[src/hw/rtl/fpdr_pkg.sv]
package fpdr_pkg;

    // Lead bytes
    localparam logic [7:0] LEAD_SHORT = 8'hC1;
    localparam logic [7:0] LEAD_LONG  = 8'hC2;

    // Header sizes
    localparam logic [15:0] HDR_SHORT = 16'd3;
    localparam logic [15:0] HDR_LONG  = 16'd4;

    // Register map (byte address bit 2 picks the register)
    localparam logic REG_MAX_LEN   = 1'b0;
    localparam logic REG_CLIENT_ID = 1'b1;
    localparam logic [15:0] MAX_LEN_RESET = 16'd8192;

    // Destination queues
    localparam logic [1:0] Q_MAIN = 2'd0;
    localparam logic [1:0] Q_F6   = 2'd1;
    localparam logic [1:0] Q_52   = 2'd2;
    localparam logic [1:0] Q_13   = 2'd3;

    // Error codes
    localparam logic [1:0] ERR_NONE = 2'd0;
    localparam logic [1:0] ERR_LEAD = 2'd1;
    localparam logic [1:0] ERR_LEN  = 2'd2;

    typedef enum logic [5:0] {
        PH_LEAD = 6'b000001,
        PH_LEN8 = 6'b000010,
        PH_LENH = 6'b000100,
        PH_LENL = 6'b001000,
        PH_CODE = 6'b010000,
        PH_BODY = 6'b100000
    } phase_t;

    // Group of result beats caused by one input byte
    typedef struct packed {
        logic [3:0][7:0] bytes;
        logic [1:0]      last_idx;
        logic [1:0]      dest;
        logic [7:0]      code;
        logic [15:0]     len;
        logic            has_first;
        logic            has_last;
        logic [1:0]      err;
    } burst_t;

    function automatic logic [1:0] route_of(input logic [7:0] c);
        logic [1:0] q;
        q = Q_MAIN;
        case (c) inside
            8'h52, 8'h54, 8'h55: q = Q_52;
            8'hF6, 8'hF7:        q = Q_F6;
            8'h13, 8'h14:        q = Q_13;
            default:             q = Q_MAIN;
        endcase
        return q;
    endfunction

endpackage

[src/hw/rtl/fpdr_parser.sv]
module fpdr_parser (
    input  logic                  clk,
    input  logic                  rst_n,
    input  logic                  step,
    input  logic [7:0]            rx_byte,
    input  logic                  chunk_end,
    input  logic [15:0]           max_packet_len,
    output logic                  burst_load,
    output fpdr_pkg::burst_t      burst
);

    fpdr_pkg::phase_t phase_reg, phase_next;
    logic        discard_reg, discard_next;
    logic [7:0]  hh0_reg, hh0_next;
    logic [7:0]  hh1_reg, hh1_next;
    logic [7:0]  hh2_reg, hh2_next;
    logic [15:0] frame_len_reg, frame_len_next;
    logic [15:0] left_reg, left_next;
    logic [1:0]  route_reg, route_next;
    logic [7:0]  code_reg, code_next;

    logic        fail_en;
    logic [1:0]  fail_err;
    logic [15:0] fail_len;
    logic        is_long;
    logic [15:0] len_new;
    logic [15:0] left_new;
    logic [1:0]  route_new;

    // Decode one byte against the current phase
    always_comb
    begin
        phase_next     = phase_reg;
        discard_next   = discard_reg;
        hh0_next       = hh0_reg;
        hh1_next       = hh1_reg;
        hh2_next       = hh2_reg;
        frame_len_next = frame_len_reg;
        left_next      = left_reg;
        route_next     = route_reg;
        code_next      = code_reg;
        burst          = '0;
        burst_load     = 1'b0;
        fail_en        = 1'b0;
        fail_err       = fpdr_pkg::ERR_NONE;
        fail_len       = '0;
        is_long        = (hh0_reg == fpdr_pkg::LEAD_LONG);
        len_new        = '0;
        left_new       = '0;
        route_new      = fpdr_pkg::route_of(rx_byte);

        if (discard_reg)
        begin
            // drop bytes until the chunk ends
            if (chunk_end)
            begin
                discard_next = 1'b0;
                phase_next   = fpdr_pkg::PH_LEAD;
            end
        end
        else
        begin
            unique case (phase_reg)
                fpdr_pkg::PH_LEN8:
                begin
                    hh1_next       = rx_byte;
                    len_new        = {8'd0, rx_byte};
                    frame_len_next = len_new;
                    if (len_new < fpdr_pkg::HDR_SHORT || len_new > max_packet_len)
                    begin
                        fail_en  = 1'b1;
                        fail_err = fpdr_pkg::ERR_LEN;
                        fail_len = len_new;
                    end
                    else
                    begin
                        phase_next = fpdr_pkg::PH_CODE;
                    end
                end
                fpdr_pkg::PH_LENH:
                begin
                    hh1_next   = rx_byte;
                    phase_next = fpdr_pkg::PH_LENL;
                end
                fpdr_pkg::PH_LENL:
                begin
                    hh2_next       = rx_byte;
                    len_new        = {hh1_reg, rx_byte};
                    frame_len_next = len_new;
                    if (len_new < fpdr_pkg::HDR_LONG || len_new > max_packet_len)
                    begin
                        fail_en  = 1'b1;
                        fail_err = fpdr_pkg::ERR_LEN;
                        fail_len = len_new;
                    end
                    else
                    begin
                        phase_next = fpdr_pkg::PH_CODE;
                    end
                end
                fpdr_pkg::PH_CODE:
                begin
                    // release the held header together with the head code
                    left_new   = frame_len_reg -
                                 (is_long ? fpdr_pkg::HDR_LONG : fpdr_pkg::HDR_SHORT);
                    code_next  = rx_byte;
                    route_next = route_new;
                    left_next  = left_new;
                    burst_load = 1'b1;
                    if (is_long)
                    begin
                        burst.bytes    = {rx_byte, hh2_reg, hh1_reg, hh0_reg};
                        burst.last_idx = 2'd3;
                    end
                    else
                    begin
                        burst.bytes    = {8'd0, rx_byte, hh1_reg, hh0_reg};
                        burst.last_idx = 2'd2;
                    end
                    burst.dest      = route_new;
                    burst.code      = rx_byte;
                    burst.len       = frame_len_reg;
                    burst.has_first = 1'b1;
                    burst.has_last  = (left_new == '0);
                    burst.err       = fpdr_pkg::ERR_NONE;
                    phase_next      = (left_new == '0) ? fpdr_pkg::PH_LEAD
                                                       : fpdr_pkg::PH_BODY;
                end
                fpdr_pkg::PH_BODY:
                begin
                    left_new        = left_reg - 16'd1;
                    left_next       = left_new;
                    burst_load      = 1'b1;
                    burst.bytes     = {24'd0, rx_byte};
                    burst.last_idx  = 2'd0;
                    burst.dest      = route_reg;
                    burst.code      = code_reg;
                    burst.len       = frame_len_reg;
                    burst.has_first = 1'b0;
                    burst.has_last  = (left_new == '0);
                    burst.err       = fpdr_pkg::ERR_NONE;
                    if (left_new == '0)
                    begin
                        phase_next = fpdr_pkg::PH_LEAD;
                    end
                end
                default:
                begin
                    // expect a lead byte
                    if (rx_byte == fpdr_pkg::LEAD_SHORT)
                    begin
                        hh0_next   = rx_byte;
                        phase_next = fpdr_pkg::PH_LEN8;
                    end
                    else if (rx_byte == fpdr_pkg::LEAD_LONG)
                    begin
                        hh0_next   = rx_byte;
                        phase_next = fpdr_pkg::PH_LENH;
                    end
                    else
                    begin
                        fail_en    = 1'b1;
                        fail_err   = fpdr_pkg::ERR_LEAD;
                        fail_len   = '0;
                        phase_next = fpdr_pkg::PH_LEAD;
                    end
                end
            endcase

            // report the error and drop the rest of the chunk
            if (fail_en)
            begin
                burst_load      = 1'b1;
                burst.bytes     = {24'd0, rx_byte};
                burst.last_idx  = 2'd0;
                burst.dest      = fpdr_pkg::Q_MAIN;
                burst.code      = '0;
                burst.len       = fail_len;
                burst.has_first = 1'b0;
                burst.has_last  = 1'b0;
                burst.err       = fail_err;
                phase_next      = fpdr_pkg::PH_LEAD;
                discard_next    = !chunk_end;
            end
        end
    end

    // Advance control state on each accepted byte
    always_ff @(posedge clk or negedge rst_n)
    begin
        if (!rst_n)
        begin
            phase_reg     <= fpdr_pkg::PH_LEAD;
            discard_reg   <= 1'b0;
            frame_len_reg <= '0;
            left_reg      <= '0;
            route_reg     <= fpdr_pkg::Q_MAIN;
            code_reg      <= '0;
        end
        else if (step)
        begin
            phase_reg     <= phase_next;
            discard_reg   <= discard_next;
            frame_len_reg <= frame_len_next;
            left_reg      <= left_next;
            route_reg     <= route_next;
            code_reg      <= code_next;
        end
    end

    // Hold header bytes
    always_ff @(posedge clk)
    begin
        if (step)
        begin
            hh0_reg <= hh0_next;
            hh1_reg <= hh1_next;
            hh2_reg <= hh2_next;
        end
    end

endmodule

[src/hw/rtl/fpdr_emitter.sv]
module fpdr_emitter (
    input  logic                  clk,
    input  logic                  rst_n,
    input  logic                  load,
    input  fpdr_pkg::burst_t      burst,
    output logic                  free,
    output logic                  valid,
    input  logic                  ready,
    output logic [7:0]            out_byte,
    output logic [1:0]            dest_queue,
    output logic [7:0]            head_code,
    output logic [15:0]           packet_len,
    output logic                  first_of_packet,
    output logic                  last_of_packet,
    output logic [1:0]            error_code
);

    fpdr_pkg::burst_t burst_reg;
    logic       busy_reg;
    logic [1:0] idx_reg;
    logic       final_beat;
    logic       take;

    assign final_beat = (idx_reg == burst_reg.last_idx);
    assign take       = busy_reg && ready;
    assign free       = !busy_reg || (ready && final_beat);

    // Step through the beats of the held group
    always_ff @(posedge clk or negedge rst_n)
    begin
        if (!rst_n)
        begin
            busy_reg <= 1'b0;
            idx_reg  <= '0;
        end
        else if (load)
        begin
            busy_reg <= 1'b1;
            idx_reg  <= '0;
        end
        else if (take && final_beat)
        begin
            busy_reg <= 1'b0;
        end
        else if (take)
        begin
            idx_reg <= idx_reg + 2'd1;
        end
    end

    // Capture the group payload
    always_ff @(posedge clk)
    begin
        if (load)
        begin
            burst_reg <= burst;
        end
    end

    assign valid           = busy_reg;
    assign out_byte        = burst_reg.bytes[idx_reg];
    assign dest_queue      = burst_reg.dest;
    assign head_code       = burst_reg.code;
    assign packet_len      = burst_reg.len;
    assign first_of_packet = burst_reg.has_first && (idx_reg == '0);
    assign last_of_packet  = burst_reg.has_last && final_beat;
    assign error_code      = burst_reg.err;

endmodule

[src/hw/rtl/framed_packet_deframer_router.sv]
// Framed packet deframer and router.
// Slave stream: one received byte per beat in s_tdata, s_tlast marks the
// end of a receive chunk. Master stream: one packet byte per beat with its
// head code, length and connection index in m_tdata, the destination queue,
// first-byte flag and error code in m_tuser, and m_tlast on a packet's final
// byte. An APB port holds max_packet_len (0x0) and client_id (0x4).
// Header bytes are held until the head code arrives; that byte then yields
// three (short header) or four (long header) beats, every other byte at most
// one. The first result beat of an accepted byte is offered in the cycle after
// it is taken. Throughput is one byte per cycle while m_tready stays high; the
// single result register sets this; s_tready drops while a header group drains.
// A bad lead byte or length gives one error beat, and bytes are then dropped
// up to the end of the chunk.
// Reset clears the parser to expect a lead byte and empties the result
// register; the APB registers return to 8192 and 0.
// When the receiver stalls, the result beat holds and s_tready stays low
// until the last beat of the held group is taken.
module framed_packet_deframer_router (
    input  logic        clk,
    input  logic        rst_n,
    // APB
    input  logic        psel,
    input  logic        penable,
    input  logic        pwrite,
    input  logic [2:0]  paddr,
    input  logic [31:0] pwdata,
    output logic [31:0] prdata,
    output logic        pready,
    // byte in
    input  logic        s_tvalid,
    output logic        s_tready,
    input  logic [7:0]  s_tdata,   // [7:0] rx_byte
    input  logic        s_tlast,   // chunk_end
    // packet byte out
    output logic        m_tvalid,
    input  logic        m_tready,
    output logic [47:0] m_tdata,   // [7:0] out_byte, [15:8] head_code,
                                   // [31:16] packet_len, [47:32] conn_id
    output logic [4:0]  m_tuser,   // [1:0] dest_queue, [2] first_of_packet,
                                   // [4:3] error_code
    output logic        m_tlast    // last_of_packet
);

    logic [15:0] max_len_reg;
    logic [15:0] client_id_reg;
    logic        cfg_wr;
    logic        step;
    logic        burst_load;
    fpdr_pkg::burst_t burst;
    logic [7:0]  out_byte;
    logic [1:0]  dest_queue;
    logic [7:0]  head_code;
    logic [15:0] packet_len;
    logic        first_of_packet;
    logic [1:0]  error_code;

    // Configuration registers
    assign pready = 1'b1;
    assign cfg_wr = psel && penable && pwrite;

    always_ff @(posedge clk or negedge rst_n)
    begin
        if (!rst_n)
        begin
            max_len_reg   <= fpdr_pkg::MAX_LEN_RESET;
            client_id_reg <= '0;
        end
        else if (cfg_wr)
        begin
            if (paddr[2] == fpdr_pkg::REG_CLIENT_ID)
            begin
                client_id_reg <= pwdata[15:0];
            end
            else
            begin
                max_len_reg <= pwdata[15:0];
            end
        end
    end

    assign prdata = (paddr[2] == fpdr_pkg::REG_MAX_LEN) ? {16'd0, max_len_reg}
                                                        : {16'd0, client_id_reg};

    assign step = s_tvalid && s_tready;

    fpdr_parser u_parser (
        .clk            (clk),
        .rst_n          (rst_n),
        .step           (step),
        .rx_byte        (s_tdata),
        .chunk_end      (s_tlast),
        .max_packet_len (max_len_reg),
        .burst_load     (burst_load),
        .burst          (burst)
    );

    fpdr_emitter u_emitter (
        .clk             (clk),
        .rst_n           (rst_n),
        .load            (step && burst_load),
        .burst           (burst),
        .free            (s_tready),
        .valid           (m_tvalid),
        .ready           (m_tready),
        .out_byte        (out_byte),
        .dest_queue      (dest_queue),
        .head_code       (head_code),
        .packet_len      (packet_len),
        .first_of_packet (first_of_packet),
        .last_of_packet  (m_tlast),
        .error_code      (error_code)
    );

    // Pack the result beat
    assign m_tdata = {client_id_reg, packet_len, head_code, out_byte};
    assign m_tuser = {error_code, first_of_packet, dest_queue};

endmodule

[config.mk]
export PLATFORM = sky130hd
export DESIGN_NAME = framed_packet_deframer_router
export DESIGN_NICKNAME = d
export VERILOG_FILES = /design/src/hw/rtl/fpdr_pkg.sv /design/src/hw/rtl/fpdr_parser.sv /design/src/hw/rtl/fpdr_emitter.sv /design/src/hw/rtl/framed_packet_deframer_router.sv
export SDC_FILE = /design/constraint.sdc
export NUM_CORES = 1
export LEC_CHECK = 0
export CAP_MARGIN = 30
export CELL_PAD_IN_SITES_DETAIL_PLACEMENT = 0
export CELL_PAD_IN_SITES_GLOBAL_PLACEMENT = 2
export CORE_UTILIZATION = 42
export DETAILED_ROUTE_END_ITERATION = 12
export DONT_BUFFER_PORTS = 1
export GPL_ROUTABILITY_DRIVEN = 0
export HOLD_SLACK_MARGIN = 0.02
export PLACE_DENSITY = 0.91
export SLEW_MARGIN = 5
export SYNTH_ARGS = -nofsm -noshare
export SYNTH_HDL_FRONTEND = slang
export SYNTH_HIERARCHICAL = 1
export SYNTH_SLANG_ARGS = --single-unit
[constraint.sdc]
create_clock -name clk -period 5.65 [get_ports clk]
set_input_delay 0.2825 -clock clk [delete_from_list [all_inputs] [get_ports clk]]
set_output_delay 0.2825 -clock clk [all_outputs]
set_load 0.02 [all_outputs]
==> reports/qor.yml, run 1 <==
min_period_ns: 3.86
synth-seq-cells: 172
worst_ir_drop_vdd_mv: 0.237
drt-wirelength-per-cell_um: 20.6
yosysUniqueCellTypes: 69
number_of_h_tree_branching_levels: 4
syn_area_per_cell_um2: 11.3
placeableCoreArea_mm2: 0.0213
synth_fa_ha_area_frac: 0.0319
worstPathRequired_ns: 5.81
run_status: "completed"
worst_ep_arrival_time_ns: 4.02
initial_antenna_violation_count: 0
cellPowerDensity_mw_per_mm2: 344
die_width_um: 150
cts-root-to-sink-buffers: 2
boundaryPins: 140
fin_worst_hold_slack_ns: 0.0446
vert_die_dim_um: 150
layout.nets: 877
grtUsageTotal: 0.209
cts_hold_buf: 27
timing.slew.headroom: 0.358
hp-class: "primary input to flip-flop"
timing_max_transition_violations_final: 0
floorplan.rows: 53
synth-main-ff-cell: "sky130_fd_sc_hd__edfxtp_1"
finalSetupTns_ns: 0
synth.yosys.seq_area_share: 0.513
area.growth.synth_to_final_pct: 9.10
hold_violations: 0
synth_largest_area_cell: "sky130_fd_sc_hd__edfxtp_1"
power.static_leakage_nw: 4.09
crit_path_top_delay_cell: "sky130_fd_sc_hd__nor4_1"
number_of_setup_buffers_added_after_cts: 0
synth_most_common_cell: "sky130_fd_sc_hd__edfxtp_1"
worst_pin_slew_ns: 0.955
fin_cells: 1091
overflow: 0
final_layout_size_suffix_gt1_frac: 0.169
first_pass_grt_wire_length_um: 35200
place.detailed.instances: 1030
drt_drc_violations_left: 0
antenna_cells: 0
synth_top_family_by_area: "simple AND/OR/NAND/NOR gates"
detail_route.first_pass.iterations: 5
rsz0062_at_grt: "no"
synth_mux_area_frac: 0.114
initial_utilization: 0.435
finalInstanceArea_mm2: 0.0101
post_synth_xor_area_fraction: 0.0216
synth.top_cells.by_count: "88 x sky130_fd_sc_hd__edfxtp_1, 82 x sky130_fd_sc_hd__dfrtp_1, 78 x sky130_fd_sc_hd__nand2_1"
total_cts_buffers: 17
final.setup_skew_ns: 0.0168
largest_register_ffs: 36
dr_total_vias: 6256
placement.io_buffers: 0
worstPathCellList: "nor4_1 -> nand2_1 -> o2111ai_1 -> nand2_1 -> nor3_2 -> buf_4 -> a31o_2 -> inv_1 -> and3_2 -> buf_12 -> buf_4"
tritoncts: "yes"
synth_compound_area_frac: 0.0964
cts-root-buf: "sky130_fd_sc_hd__clkbuf_16"
slowest_stage_delay_cp_ns: 0.69
fmaxAchievable_ghz: 0.259
setup_violations: 0
placement.cell_area_mm2: 0.00916
yosys.area.top_type_share: 0.286
worstSetupStartpointType: "flip-flop"
synth_area_leaders: "sky130_fd_sc_hd__edfxtp_1 29%, sky130_fd_sc_hd__dfrtp_1 22%, sky130_fd_sc_hd__mux2_2 6.6%, sky130_fd_sc_hd__buf_4 3.9%, sky130_fd_sc_hd__nand2_1 3.2%"
critical_path.n_buffers_inverters: 4
clk_latency_ns: 0.44
clock_transition_at_the_registers_of_the_reported_paths_ns: 0.08
postCtsResizedCells: 0
ys_async_sr_fraction: 0.488
synthesized_area_fraction_occupied_by_and_or_nand_nor_cells: 0.149
layout_worst_path_cycle_share: 0.682
cts.sink_count: 172
synth-edff-count: 88
critPathKind: "flip-flop to flip-flop"
family_with_the_most_delay_on_the_worst_path: "simple AND/OR/NAND/NOR gates"
endpoint_kind: "flip-flop"
yosys_warnings: 6
worstPathMaxFanout: 36
max_cap_violations: 0
ant_nets: 0
setup.reg_to_reg.worst_slack_ns: 1.79
dpl.hpwl_um: 14400
via_per_inst: 5.73
pin_count_of_the_biggest_net_entering_global_routing: 85
synth_area_mm2: 0.00925
die_footprint_mm2: 0.0226
vias_in_the_first_global_route: 6070
netlist_instances: 822
drt-initial-drc-count: 489
finalWirelength_um: 22500
worst paths after layout:
kind,to,from,depth (start not counted)
worst max-delay path,u_emitter/burst_reg[44],u_parser/phase_reg[2],11
worst min-delay path,u_emitter/burst_reg[57],s_tdata[1],1
worst max register to register,u_emitter/burst_reg[44],u_parser/phase_reg[2],11
worst min register to register,u_parser/route_reg[1],u_parser/route_reg[1],2
max in group asynchronous,u_parser/phase_reg[0],rst_n,2
min in group asynchronous,u_parser/left_reg[7],rst_n,2
power breakdown:
group          leakage (nW)  total [mW]  internal, mW  switching, mW
Clock                 0.298        1.21         0.642          0.572
Sequential             1.91        1.67          1.48          0.191
Combinational          1.88       0.590         0.242          0.348
logic make-up after synthesis:
group | Yosys count
xor gates and xnor gates | 22
DFF | 172
adders and majority gates | 23
and+or+nand+nor | 262
other | 2
muxes | 83
buffers and inverters | 119
AOI/OAI and AO/OA | 139
final cells by class:
| cell class | instances | area (um2) |
|---|---|---|
| Clock inverter | 15 | 194 |
| Tap cell | 275 | 344 |
| Multi-Input combinational cell | 546 | 3890 |
| Fill cell | 1933 | 11200 |
| Clock buffer | 17 | 425 |
| Inverter | 28 | 105 |
| Timing Repair Buffer | 38 | 387 |
| Sequential cell | 172 | 4750 |
layer usage:
metal	GRT usage	wire length, um	vias up
met2	0.306	9700	306
met4	0.0646	231	0
met3	0.0467	1910	15
li1	-	-	2881
met1	0.307	10600	3054
met5	0	0	-
worst reg2reg max path, stage by stage (launching register included):
cell	delay [ns]
sky130_fd_sc_hd__dfrtp_1	0.50
sky130_fd_sc_hd__nor4_1	0.69
sky130_fd_sc_hd__nand2_1	0.17
sky130_fd_sc_hd__o2111ai_1	0.40
sky130_fd_sc_hd__nand2_1	0.13
sky130_fd_sc_hd__nor3_2	0.14
sky130_fd_sc_hd__buf_4	0.23
sky130_fd_sc_hd__a31o_2	0.41
sky130_fd_sc_hd__inv_1	0.07
sky130_fd_sc_hd__and3_2	0.34
sky130_fd_sc_hd__buf_12	0.23
sky130_fd_sc_hd__buf_4	0.26
per-stage QoR:
stage | setup slack, ns | utilization | total power [mW]
after floorplan | 1.40 | - | 2.20
after global placement | 1.64 | 0.430 | 2.23
after detailed placement | 1.55 | 0.430 | 2.25
after CTS | 1.56 | 0.473 | 3.50
after global routing | 1.45 | 0.474 | 3.62
final | 1.79 | 0.474 | 3.48
placed cells by master (no fill, tap or decap), types with 13 or more instances in the layout:
master	n
sky130_fd_sc_hd__edfxtp_1	88
sky130_fd_sc_hd__nand2_1	78
sky130_fd_sc_hd__nor4_1	16
sky130_fd_sc_hd__inv_1	25
sky130_fd_sc_hd__dlygate4sd3_1	26
sky130_fd_sc_hd__mux2_2	54
sky130_fd_sc_hd__a21oi_1	33
sky130_fd_sc_hd__and2_1	26
sky130_fd_sc_hd__dfrtp_1	82
sky130_fd_sc_hd__ha_1	22
sky130_fd_sc_hd__nor3_1	15
sky130_fd_sc_hd__o21ai_0	46
sky130_fd_sc_hd__nor2_1	48
sky130_fd_sc_hd__clkbuf_16	17
sky130_fd_sc_hd__nand3_1	13
sky130_fd_sc_hd__a22o_1	17
sky130_fd_sc_hd__conb_1	17
Note: power is estimated with default switching activity, not from simulation.
==> run 2: changes to the inputs <==
Settings changed: CORE_UTILIZATION 42 to 38, PLACE_DENSITY 0.91 to 0.87.
Clock period 5.65 ns to 3.2 ns, I/O delays scaled along.
==> run 2 against run 1 <==
Register-to-register slack got worse by 1.6 ns; setup slack got worse by 1.6 ns; wire length increased by 0.14%; largest power group unchanged; clock skew down 0.0054 ns; core utilization down 3.5 points; clock-buffer cell count is the same; sequential cell count is the same; die area is 10% higher; critical path type unchanged; highest routed layer unchanged; combinational power grew 93%.
==> reports/qor.yml, run 2 (synthesis gave the netlist of run 1 again) <==
run_status: "completed"
min_period_ns: 3.05
fin_total_pwr_mw: 6.04
clock_transition_at_the_registers_of_the_reported_paths_ns: 0.07
timing_max_transition_violations_final: 0
placement.io_buffers: 0
dpl.hpwl_um: 15200
worstPathRequired_ns: 3.51
cts.sink_count: 172
overflow: 0
floorplan.rows: 56
worst_pin_slew_ns: 0.869
finalInstanceArea_mm2: 0.0104
tritoncts: "yes"
pin_count_of_the_biggest_net_entering_global_routing: 85
cts-root-buf: "sky130_fd_sc_hd__clkbuf_16"
mostFrequentLayoutCells: "88 x sky130_fd_sc_hd__edfxtp_1, 82 x sky130_fd_sc_hd__dfrtp_1, 78 x sky130_fd_sc_hd__nand2_1"
final_common_cell: "sky130_fd_sc_hd__edfxtp_1"
hp-class: "primary input to flip-flop"
drt_drc_violations_left: 0
number_of_h_tree_branching_levels: 4
initial_utilization: 0.391
setup_violations: 0
largest_register_ffs: 36
num-fill-cells: 2256
critPathKind: "flip-flop to flip-flop"
cellPowerDensity_mw_per_mm2: 580
worst_ir_drop_vdd_mv: 0.379
final_layout_size_suffix_gt1_frac: 0.208
drt-wirelength-per-cell_um: 19.2
min_path_cells: 2
initial_antenna_violation_count: 0
placeableCoreArea_mm2: 0.0237
final.setup_skew_ns: 0.0114
drt-initial-drc-count: 423
placement.cell_area_mm2: 0.00950
clk_latency_ns: 0.43
hold_violations: 0
detail_route.first_pass.iterations: 4
via_per_inst: 5.36
vias_in_the_first_global_route: 6103
finalWirelength_um: 22500
boundaryPins: 140
layout_worst_path_cycle_share: 0.953
ant_nets: 0
area.growth.synth_to_final_pct: 12.4
die_width_um: 158
die_footprint_mm2: 0.0250
dr_total_vias: 6283
place.detailed.instances: 1110
first_pass_grt_wire_length_um: 35400
antenna_cells: 0
max_cap_violations: 0
total_cts_buffers: 17
worst_ep_arrival_time_ns: 3.36
grtUsageTotal: 0.190
endpoint_kind: "flip-flop"
timing.slew.headroom: 0.421
fin_cells: 1173
fmaxAchievable_ghz: 0.328
worstSetupStartpointType: "flip-flop"
layout.nets: 915
cts-root-to-sink-buffers: 2
worstRegToRegCells: 11
power.static_leakage_nw: 4.25
vert_die_dim_um: 158
worstPathMaxFanout: 4
-- run 2: cell count changes in the layout (fill, tap and decap cells not counted), sizes merged --
cell,delta
buf,+35
bufinv,-1
clkinvlp,+1
dlygate4sd3,+3
-- run 2: repair_timing --
item | CTS | global route
buffers inserted | 1 | 0
pin swaps | 1 | 3
gates resized for setup | 1 | 6
setup endpoints to repair | 3 | 3
hold endpoints to repair | 193 | 0
hold buffers | 30 | 0
-- run 2: stage by stage --
step | setup WS [ns] | setup TNS [ns] | hold slack [ns] | utilization
2_1_floorplan | 0.0132 | 0 | -0.136 | -
3_3_place_gp | 0.0972 | 0 | -0.129 | 0.401
3_5_place_dp | -0.0975 | -0.121 | -0.130 | 0.401
4_1_cts | 0.0714 | 0 | 0.0225 | 0.439
5_1_grt | -0.0131 | -0.0131 | 0.0429 | 0.439
6_report | 0.150 | 0 | 0.0539 | 0.439
-- run 2: final cells by class --
type / count / area, um2 / area share
multi-input combinational: 546 / 3920 / 0.377
sequential: 172 / 4750 / 0.456
inverter: 28 / 105 / 0.0101
tap: 319 / 399 / 0.0384
clock buffer: 17 / 425 / 0.0409
clock inverter: 15 / 131 / 0.0126
timing repair buffer: 76 / 676 / 0.0650
-- run 2: worst paths after layout --
path	start	end	slack, ns
min	s_tdata[5]	u_emitter/burst_reg[53]	0.05
min reg2reg	u_parser/code_reg[0]	u_parser/code_reg[0]	0.49
min in group asynchronous	rst_n	u_parser/left_reg[1]	0.32
max in group asynchronous	rst_n	max_len_reg[13]	2.51
max reg2reg	u_parser/hh0_reg[2]	u_parser/phase_reg[5]	0.15
max	u_parser/hh0_reg[2]	u_parser/phase_reg[5]	0.15
-- run 2: worst max-delay path, cell delays in order, from the launching register on --
cell and delay, ns:
sky130_fd_sc_hd__edfxtp_1 0.41, sky130_fd_sc_hd__nor4b_2 0.33, sky130_fd_sc_hd__nand4_1 0.13, sky130_fd_sc_hd__buf_4 0.17
sky130_fd_sc_hd__ha_1 0.21, sky130_fd_sc_hd__nor4_2 0.32, sky130_fd_sc_hd__nor4b_1 0.33, sky130_fd_sc_hd__xor2_1 0.14
sky130_fd_sc_hd__nor4_1 0.28, sky130_fd_sc_hd__and4_4 0.30, sky130_fd_sc_hd__nor2_1 0.05, sky130_fd_sc_hd__mux2_4 0.26
-- run 2: layer usage --
metal	wire, um	global-route usage
met5	0	0
met4	216	0.0504
met3	1560	0.0479
met2	10100	0.286
met1	10600	0.272
-- run 2: report_power, final --
group / switching (mW) / internal, mW / total, mW
registers: 0.289 / 2.62 / 2.91
clock network: 0.963 / 1.02 / 1.99
logic: 0.683 / 0.461 / 1.14
total: 1.94 / 4.10 / 6.04
